**src/hdl/bfsa_pkg.sv**
```systemverilog
// Package: types and codes for the best-fit segment allocator.
`timescale 1ns / 1ps
`default_nettype none
package bfsa_pkg;
   localparam logic [2:0] ST_ALLOC    = 3'd0;
   localparam logic [2:0] ST_FREED    = 3'd1;
   localparam logic [2:0] ST_NOT_FOUND = 3'd2;
   localparam logic [2:0] ST_COMPACT  = 3'd3;
   localparam logic [2:0] ST_TOO_BIG  = 3'd4;
   localparam logic [2:0] ST_FULL     = 3'd5;
   localparam logic [2:0] ST_ZERO     = 3'd6;
   localparam logic REQ_ALLOC = 1'b0;
   localparam logic REQ_FREE  = 1'b1;

   typedef struct packed {
      logic        used;
      logic [7:0]  owner;
      logic [15:0] start;
      logic [15:0] length;
   } seg_type;

   typedef enum logic [2:0] {
      S_IDLE, S_SCAN, S_DECIDE, S_SHIFT, S_REPORT
   } state_type;
endpackage
`default_nettype wire

```
**src/hdl/best_fit_segment_allocator_core.sv**
```systemverilog
// Top level: best-fit segment allocator with hole coalescing.
// A table rewrite (allocate, successful free) adds a shift pass after the scan;
// other requests go from the scan through the decide state straight to the report.
// Throughput: one request at a time, the next taken in the same cycle as the response is
// raised; a stalled response holds the following request in its report state.
// Reset or a mem_size write leaves one hole [0, mem_size) and needs no clearing pass.
`timescale 1ns / 1ps
`default_nettype none
module best_fit_segment_allocator_core #(
   parameter int MAX_SEGS = 64
) (
   input  wire         clock,
   input  wire         reset,
   input  wire         req_tvalid,
   output logic        req_tready,
   input  wire  [23:0] req_tdata,  // proc_id[7:0], alloc_size[23:8]
   input  wire         req_tuser,  // req_type
   output logic        rsp_tvalid,
   input  wire         rsp_tready,
   output logic [39:0] rsp_tdata,  // status[2:0], address[18:3], free_total[34:19], zero
   input  wire         csr_valid,
   output logic        csr_ready,
   input  wire  [15:0] csr_data
);
   localparam int IW = $clog2(MAX_SEGS);
   localparam int CW = $clog2(MAX_SEGS + 1);
   localparam logic [CW-1:0] CMAX = CW'(MAX_SEGS);

   bfsa_pkg::seg_type mem [MAX_SEGS];
   bfsa_pkg::seg_type rd_ff, wr_data;
   logic              wr_en;
   logic [IW-1:0]     rd_addr, wr_addr;

   bfsa_pkg::state_type state_ff, state_in;
   logic [CW-1:0] count_ff, count_in, ridx_ff, ridx_in, widx_ff, widx_in;
   logic          rvalid_ff, rvalid_in;
   logic          type_ff, type_in;
   logic [7:0]    id_ff, id_in;
   logic [15:0]   size_ff, size_in;
   logic          found_ff, found_in;
   logic [IW-1:0] best_ff, best_in;
   logic [15:0]   blen_ff, blen_in, bstart_ff, bstart_in;
   logic [16:0]   sum_ff, sum_in;
   logic [2:0]    status_ff, status_in;
   logic [15:0]   addr_ff, addr_in;
   logic          split_ff, split_in;
   bfsa_pkg::seg_type carry_ff, carry_in;
   logic          have_ff, have_in;
   logic          rsp_v_ff, rsp_v_in;
   logic [39:0]   rsp_d_ff, rsp_d_in;
   logic          e0_ff, e0_in;
   logic [15:0]   msize_ff;

   // entry 0 after reset or mem_size write comes from a flag, not the memory
   bfsa_pkg::seg_type rd_eff;
   logic [IW-1:0] rd_idx_ff;
   always_comb begin
      rd_eff = rd_ff;
      if (e0_ff && rd_idx_ff == '0) begin
         rd_eff = '{used: 1'b0, owner: 8'd0, start: 16'd0, length: msize_ff};
      end
   end

   always_ff @(posedge clock) begin
      if (wr_en) mem[wr_addr] <= wr_data;
      rd_ff <= mem[rd_addr];
      rd_idx_ff <= rd_addr;
   end

   assign csr_ready = (state_ff == bfsa_pkg::S_IDLE);
   assign req_tready = (state_ff == bfsa_pkg::S_IDLE) && !csr_valid;
   assign rsp_tvalid = rsp_v_ff;
   assign rsp_tdata  = rsp_d_ff;

   always_ff @(posedge clock) begin
      if (reset) begin
         state_ff <= bfsa_pkg::S_IDLE;
         count_ff <= CW'(1);
         rsp_v_ff <= 1'b0;
         e0_ff <= 1'b1;
         msize_ff <= 16'd1024;
         rvalid_ff <= 1'b0;
         have_ff <= 1'b0;
      end else begin
         state_ff <= state_in;
         count_ff <= count_in;
         rsp_v_ff <= rsp_v_in;
         e0_ff <= e0_in;
         rvalid_ff <= rvalid_in;
         have_ff <= have_in;
         if (csr_valid && csr_ready) msize_ff <= csr_data;
      end
      ridx_ff <= ridx_in; widx_ff <= widx_in; type_ff <= type_in; id_ff <= id_in;
      size_ff <= size_in; found_ff <= found_in; best_ff <= best_in; blen_ff <= blen_in;
      bstart_ff <= bstart_in; sum_ff <= sum_in; status_ff <= status_in;
      addr_ff <= addr_in; split_ff <= split_in; carry_ff <= carry_in; rsp_d_ff <= rsp_d_in;
   end

   always_comb begin
      state_in = state_ff; count_in = count_ff; ridx_in = ridx_ff; widx_in = widx_ff;
      rvalid_in = 1'b0; type_in = type_ff; id_in = id_ff; size_in = size_ff;
      found_in = found_ff; best_in = best_ff; blen_in = blen_ff; bstart_in = bstart_ff;
      sum_in = sum_ff; status_in = status_ff; addr_in = addr_ff; split_in = split_ff;
      carry_in = carry_ff; have_in = have_ff; rsp_v_in = rsp_v_ff; rsp_d_in = rsp_d_ff;
      e0_in = e0_ff; wr_en = 1'b0; wr_addr = '0; wr_data = rd_eff; rd_addr = '0;
      if (rsp_v_ff && rsp_tready) rsp_v_in = 1'b0;
      unique case (state_ff)
         bfsa_pkg::S_IDLE: begin
            if (csr_valid) begin
               count_in = CW'(1);
               e0_in = 1'b1;
            end else if (req_tvalid) begin
               type_in = req_tuser; id_in = req_tdata[7:0]; size_in = req_tdata[23:8];
               found_in = 1'b0; sum_in = '0; ridx_in = '0;
               state_in = bfsa_pkg::S_SCAN;
            end
         end
         bfsa_pkg::S_SCAN: begin
            // issue reads 0..count-1, evaluate the one returned
            if (ridx_ff < count_ff) begin
               rd_addr = ridx_ff[IW-1:0];
               rvalid_in = 1'b1;
               ridx_in = ridx_ff + CW'(1);
            end
            if (rvalid_ff) begin
               if (!rd_eff.used) sum_in = sum_ff + 17'(rd_eff.length);
               if (type_ff == bfsa_pkg::REQ_FREE) begin
                  if (!found_ff && rd_eff.used && rd_eff.owner == id_ff) begin
                     found_in = 1'b1; best_in = rd_idx_ff; bstart_in = rd_eff.start;
                     blen_in = rd_eff.length;
                  end
               end else if (!rd_eff.used && rd_eff.length >= size_ff &&
                            (!found_ff || rd_eff.length < blen_ff)) begin
                  found_in = 1'b1; best_in = rd_idx_ff; blen_in = rd_eff.length;
                  bstart_in = rd_eff.start;
               end
            end
            if (!(ridx_ff < count_ff) && !rvalid_ff) state_in = bfsa_pkg::S_DECIDE;
         end
         bfsa_pkg::S_DECIDE: begin
            addr_in = '0; split_in = 1'b0; have_in = 1'b0;
            state_in = bfsa_pkg::S_REPORT;
            if (type_ff == bfsa_pkg::REQ_FREE) begin
               if (!found_ff) status_in = bfsa_pkg::ST_NOT_FOUND;
               else begin
                  status_in = bfsa_pkg::ST_FREED; addr_in = bstart_ff;
                  sum_in = sum_ff + 17'(blen_ff);
                  ridx_in = '0; widx_in = '0; state_in = bfsa_pkg::S_SHIFT;
               end
            end else if (size_ff == 16'd0) status_in = bfsa_pkg::ST_ZERO;
            else if (!found_ff)
               status_in = (sum_ff >= 17'(size_ff)) ? bfsa_pkg::ST_COMPACT
                                                   : bfsa_pkg::ST_TOO_BIG;
            else if (blen_ff > size_ff && count_ff >= CMAX) status_in = bfsa_pkg::ST_FULL;
            else begin
               status_in = bfsa_pkg::ST_ALLOC; addr_in = bstart_ff;
               split_in = blen_ff > size_ff;
               sum_in = sum_ff - 17'(size_ff);
               ridx_in = '0; widx_in = '0; state_in = bfsa_pkg::S_SHIFT;
            end
         end
         bfsa_pkg::S_SHIFT: begin
            // streaming rewrite: read in order, write at widx (never ahead of reads)
            if (ridx_ff < count_ff) begin
               rd_addr = ridx_ff[IW-1:0];
               rvalid_in = 1'b1;
               ridx_in = ridx_ff + CW'(1);
            end
            if (rvalid_ff) begin
               if (type_ff == bfsa_pkg::REQ_ALLOC) begin
                  if (have_ff) begin
                     // write held entry, keep this one for next slot
                     wr_en = 1'b1; wr_addr = widx_ff[IW-1:0]; wr_data = carry_ff;
                     carry_in = rd_eff; widx_in = widx_ff + CW'(1);
                  end else if (rd_idx_ff == best_ff) begin
                     wr_en = 1'b1; wr_addr = widx_ff[IW-1:0];
                     wr_data = '{used: 1'b1, owner: id_ff, start: rd_eff.start,
                                 length: size_ff};
                     widx_in = widx_ff + CW'(1);
                     if (split_ff) begin
                        have_in = 1'b1;
                        carry_in = '{used: 1'b0, owner: 8'd0,
                                     start: rd_eff.start + size_ff,
                                     length: rd_eff.length - size_ff};
                     end
                  end else begin
                     wr_en = 1'b1; wr_addr = widx_ff[IW-1:0]; wr_data = rd_eff;
                     widx_in = widx_ff + CW'(1);
                  end
               end else begin
                  // free + merge: carry is the last written entry
                  wr_data = rd_eff;
                  if (rd_idx_ff == best_ff) wr_data.used = 1'b0;
                  if (have_ff && !carry_ff.used && !wr_data.used) begin
                     wr_data = carry_ff;
                     wr_data.length = carry_ff.length + rd_eff.length;
                     wr_en = 1'b1; wr_addr = widx_ff[IW-1:0] - IW'(1);
                  end else begin
                     wr_en = 1'b1; wr_addr = widx_ff[IW-1:0];
                     widx_in = widx_ff + CW'(1);
                  end
                  carry_in = wr_data; have_in = 1'b1;
               end
               if (wr_addr == '0) e0_in = 1'b0;
            end
            if (!(ridx_ff < count_ff) && !rvalid_ff) begin
               if (have_ff && type_ff == bfsa_pkg::REQ_ALLOC) begin
                  wr_en = 1'b1; wr_addr = widx_ff[IW-1:0]; wr_data = carry_ff;
                  count_in = widx_ff + CW'(1);
               end else count_in = widx_ff;
               state_in = bfsa_pkg::S_REPORT;
            end
         end
         bfsa_pkg::S_REPORT: begin
            if (!rsp_v_ff || rsp_tready) begin
               rsp_v_in = 1'b1;
               rsp_d_in = {5'd0, sum_ff[15:0], addr_ff, status_ff};
               state_in = bfsa_pkg::S_IDLE;
            end
         end
         default: state_in = bfsa_pkg::S_IDLE;
      endcase
   end
endmodule
`default_nettype wire

```
**config.mk**
```make
export PLATFORM = sky130hd
export DESIGN_NAME = best_fit_segment_allocator_core
export DESIGN_NICKNAME = d
export VERILOG_FILES = /design/src/hdl/bfsa_pkg.sv /design/src/hdl/best_fit_segment_allocator_core.sv
export SDC_FILE = /design/constraint.sdc
export NUM_CORES = 2
export LEC_CHECK = 0
export BUFFER_PORTS_ARGS = -buffer_cell sky130_fd_sc_hd__buf_2
export CAP_MARGIN = 20
export CELL_PAD_IN_SITES_DETAIL_PLACEMENT = 1
export CELL_PAD_IN_SITES_GLOBAL_PLACEMENT = 2
export CORE_ASPECT_RATIO = 1.5
export CORE_MARGIN = 5
export CORE_UTILIZATION = 46
export DETAILED_ROUTE_END_ITERATION = 8
export GPL_ROUTABILITY_DRIVEN = 0
export HOLD_SLACK_MARGIN = 0.03
export PLACE_DENSITY_LB_ADDON = 0.1
export SLEW_MARGIN = 20
export SYNTH_ARGS = -nofsm -noshare
export SYNTH_HDL_FRONTEND = slang
export SYNTH_SLANG_ARGS = --single-unit
```
**constraint.sdc**
```tcl
create_clock -name clock -period 8.15 [get_ports clock]
set_clock_uncertainty 0.05 [all_clocks]
set_input_delay 1.2225 -clock clock [delete_from_list [all_inputs] [get_ports clock]]
set_output_delay 1.2225 -clock clock [all_outputs]
set_load 0.1 [all_outputs]
```
==> results.json <==
{
  "outcome": "finished clean",
  "first_global_vias": 82342,
  "insertion_delay_ns": 0.88,
  "fp.dieW_um": 424,
  "fin_crit_sh_pct": 82.1,
  "antenna_found_initial": 29,
  "finalMaxSlewViolations": 0,
  "seq_area_frac_synth_pct": 72.6,
  "clk_pin_slew_ns": 0.06,
  "cts_sinks": 2892,
  "min_path_cells": 0,
  "io_pins": 89,
  "tns_ns": 0,
  "multi_input_area_um2": 30600,
  "port_buffers": 83,
  "die_area_um2": 268000,
  "drt_first_pass_iters": 6,
  "synth_warnings": 0,
  "synth_top_family_by_area": "compound AO/OA/AOI/OAI gates",
  "synth_area_leader_cell": "edfxtp_1",
  "floorplan.initialDensity_pct": 46.1,
  "clockBufferDepth": 4,
  "drv_cap": 0,
  "p_total_mw": 34.8,
  "vias": 80787,
  "grt_max_degree": 135,
  "powerDensity_nw_per_um2": 260,
  "yosys.area_share.simple_pct": 9.15,
  "antenna_left": 0,
  "drt_iter0_markers": 8654,
  "power.share.clock_pct": 37.7,
  "internal_power_mw": 25.5,
  "p_comb_share_pct": 12.7,
  "synth_adder_area_share_pct": 1.52,
  "root_buffer": "clkbuf_16",
  "cts_hold_buf": 0,
  "fp-row-count": 228,
  "nets": 8881,
  "switchingPower_mw": 9.32,
  "hold_viol": 0,
  "syn-cell-area_um2": 118000,
  "cts.repair.resized": 0,
  "seqPwrFrac_pct": 49.6,
  "core_area_um2": 257000,
  "cts_buffers": 289,
  "grt_pass1_wl_um": 631000,
  "setup_viol": 0,
  "avgViaCountPerCell": 6.59,
  "critPathKind": "flip-flop to flip-flop",
  "synth_ff_type": "edfxtp_1",
  "min_period_ns": 6.69,
  "wire_per_inst_um": 36.8,
  "drive_gt1_share_pct": 11.2,
  "cts_tree": "yes",
  "synth_top_area_share_pct": 71.3,
  "async_reset_ff_share_pct": 0,
  "synthTopCellsByArea": "edfxtp_1 71%, nand2_1 4.6%, o221ai_1 2.5%, nand3_1 2.2%, a21oi_1 1.8%",
  "required_ns": 8.85,
  "worstSetupStartpointType": "flip-flop",
  "cts_setup_buffers": 0,
  "muxShareOfSynthArea_pct": 1.99,
  "dieHeight_um": 632,
  "synth_edf_count": 2815,
  "synth-seq-cells": 2892,
  "peakVddDrop_mv": 0.154,
  "synthXorXnorAreaFrac_pct": 0.747,
  "avgSynthCellArea_um2": 13.8,
  "grt_overflow": 0,
  "dpl.hpwl_um": 280000,
  "r2r_cells": 13,
  "htree_levels": 5,
  "synth.distinct_cells": 84,
  "grt_setup_unrepaired": "false",
  "fmax_mhz": 149,
  "grt_use_total_pct": 33.0,
  "synth_compound_area_share_pct": 11.4,
  "syn_to_final_growth_pct": 12.7,
  "drt-total-wl_um": 451000,
  "power_switching_share_pct": 26.8,
  "fillers": 24707,
  "synth_cells": 8579,
  "regArea_um2": 86100,
  "min_path_type": "flip-flop to flip-flop",
  "p_leak_nw": 43.9,
  "max-slew-margin-rel_pct": 14.7,
  "crit_fanout": 61,
  "hold_slack_ns": 0.369,
  "tightest_slew_ns": 1.27,
  "route.detailed.drc": 0,
  "cp.arrival_ns": 7.39,
  "end_kind": "flip-flop"
}
-- layout make-up --
type / instances / share of cell area, %
tap: 3335 / 3.12
clock inverter: 146 / 0.887
clock buffer: 368 / 5.85
timing repair buffer: 395 / 2.41
sequential: 2892 / 64.5
inverter: 113 / 0.337
antenna: 13 / 0.0244
multi-input combinational: 5004 / 22.9
-- through the flow --
stage / setup WS [ns] / instance area [um^2] / std cells / util, %
2_1_floorplan: 1.26 / 118000 / 8583 / -
5_1_grt: 1.37 / 134000 / 12255 / 52.0
3_3_place_gp: 1.41 / 124000 / 11736 / 48.5
4_1_cts: 1.44 / 133000 / 12253 / 52.0
6_report: 1.46 / 134000 / 12266 / 52.0
3_5_place_dp: 1.51 / 124000 / 11739 / 48.5
-- cells in the final DEF, fill, tap and decap left out, types with 83 or more instances in the layout --
master     count
o221ai_1     336
o21ai_0      283
o22ai_1      283
nor2_1       184
a21oi_1      426
buf_2         83
a31oi_1      127
nor3_1        89
inv_1        104
ha_1         134
mux2i_1      190
buf_4        276
nand3_1      502
nand2_1     1433
edfxtp_1    2815
clkbuf_16    299
-- cell families (layout without fill, tap and decap cells) --
family                   Yosys count  in the layout
other                              1             18
multiplexers                     226            226
buffers and inverters            687           1022
XOR/XNOR                         101            101
AO/OA/AOI/OAI                   2009           2009
adder cells (fa/ha/maj)          140            140
AND/OR/NAND/NOR                 2523           2523
flip-flops                      2892           2892
-- synth_stat cells (30+ instances only) --
library cell	number
a311oi_1	30
mux2i_1	190
a22oi_1	50
edfxtp_1	2815
a21oi_1	436
nand3_1	509
xnor2_1	54
nand4_1	34
o211ai_1	65
buf_2	168
o21ai_0	289
mux2_2	31
and3_1	47
a31oi_1	127
a211oi_1	65
buf_1	60
o221ai_1	336
ha_1	134
nor3_1	89
nor4_1	49
xor2_1	47
buf_4	49
a32oi_1	39
o22ai_1	306
nand2_1	1438
dfxtp_1	77
clkbuf_1	292
inv_1	109
nor2_1	256
a221oi_1	46
a21o_1	40
-- worst max-delay path, stage by stage, from the launching register on --
cell and delay [ns]:
edfxtp_1 0.90, ha_1 0.39, a211oi_2 0.26, o21a_2 0.52, nand3_4 0.39, inv_8 0.66
buf_4 0.48, buf_4 0.46, o22ai_1 0.14, o21ai_0 0.39, o22ai_1 0.16, o21ai_0 0.59
o21ai_0 0.65, a21oi_1 0.42
-- registers in the layout, summed over array words and instances (netlist names), 8 cells and up --
register	cells
addr_ff	16
rd_ff	41
mem	2624
rsp_tdata	35
msize_ff	16
id_ff	8
size_ff	16
carry_ff	41
blen_ff	16
bstart_ff	16
sum_ff	17
-- power by group through the flow --
stage	Combinational, mW	Clock [mW]	Sequential [mW]
floorplan	2.33	0	17.5
finish	4.42	13.1	17.2
global route	4.62	13.9	17.2
CTS	4.37	13.3	17.2
global placement	4.23	0	17.5
detailed placement	4.35	0	17.5
-- layer usage --
metal | GRT usage [%] | share of wire [%] | vias up
li1 | - | - | 33547
met1 | 40.6 | 37 | 42536
met2 | 57.1 | 50 | 3694
met3 | 4.74 | 7.1 | 998
met4 | 16.5 | 6.0 | 12
met5 | 0 | 0.020 | -
-- path summary, 6_finish.rpt --
| kind | start | end | slack (ns) |
|---|---|---|---|
| worst max-delay path | ridx_ff[1]$_SDFFCE_PP0P_ | rd_ff[24]$_DFF_P_ | 1.46 |
| worst min-delay path | addr_ff[6]$_DFFE_PP_ | rsp_tdata[9]$_DFFE_PP_ | 0.37 |
| worst max register to register | ridx_ff[1]$_SDFFCE_PP0P_ | rd_ff[24]$_DFF_P_ | 1.46 |
| worst min register to register | addr_ff[6]$_DFFE_PP_ | rsp_tdata[9]$_DFFE_PP_ | 0.37 |
No activity file was read; power rests on OpenSTA's default activity.
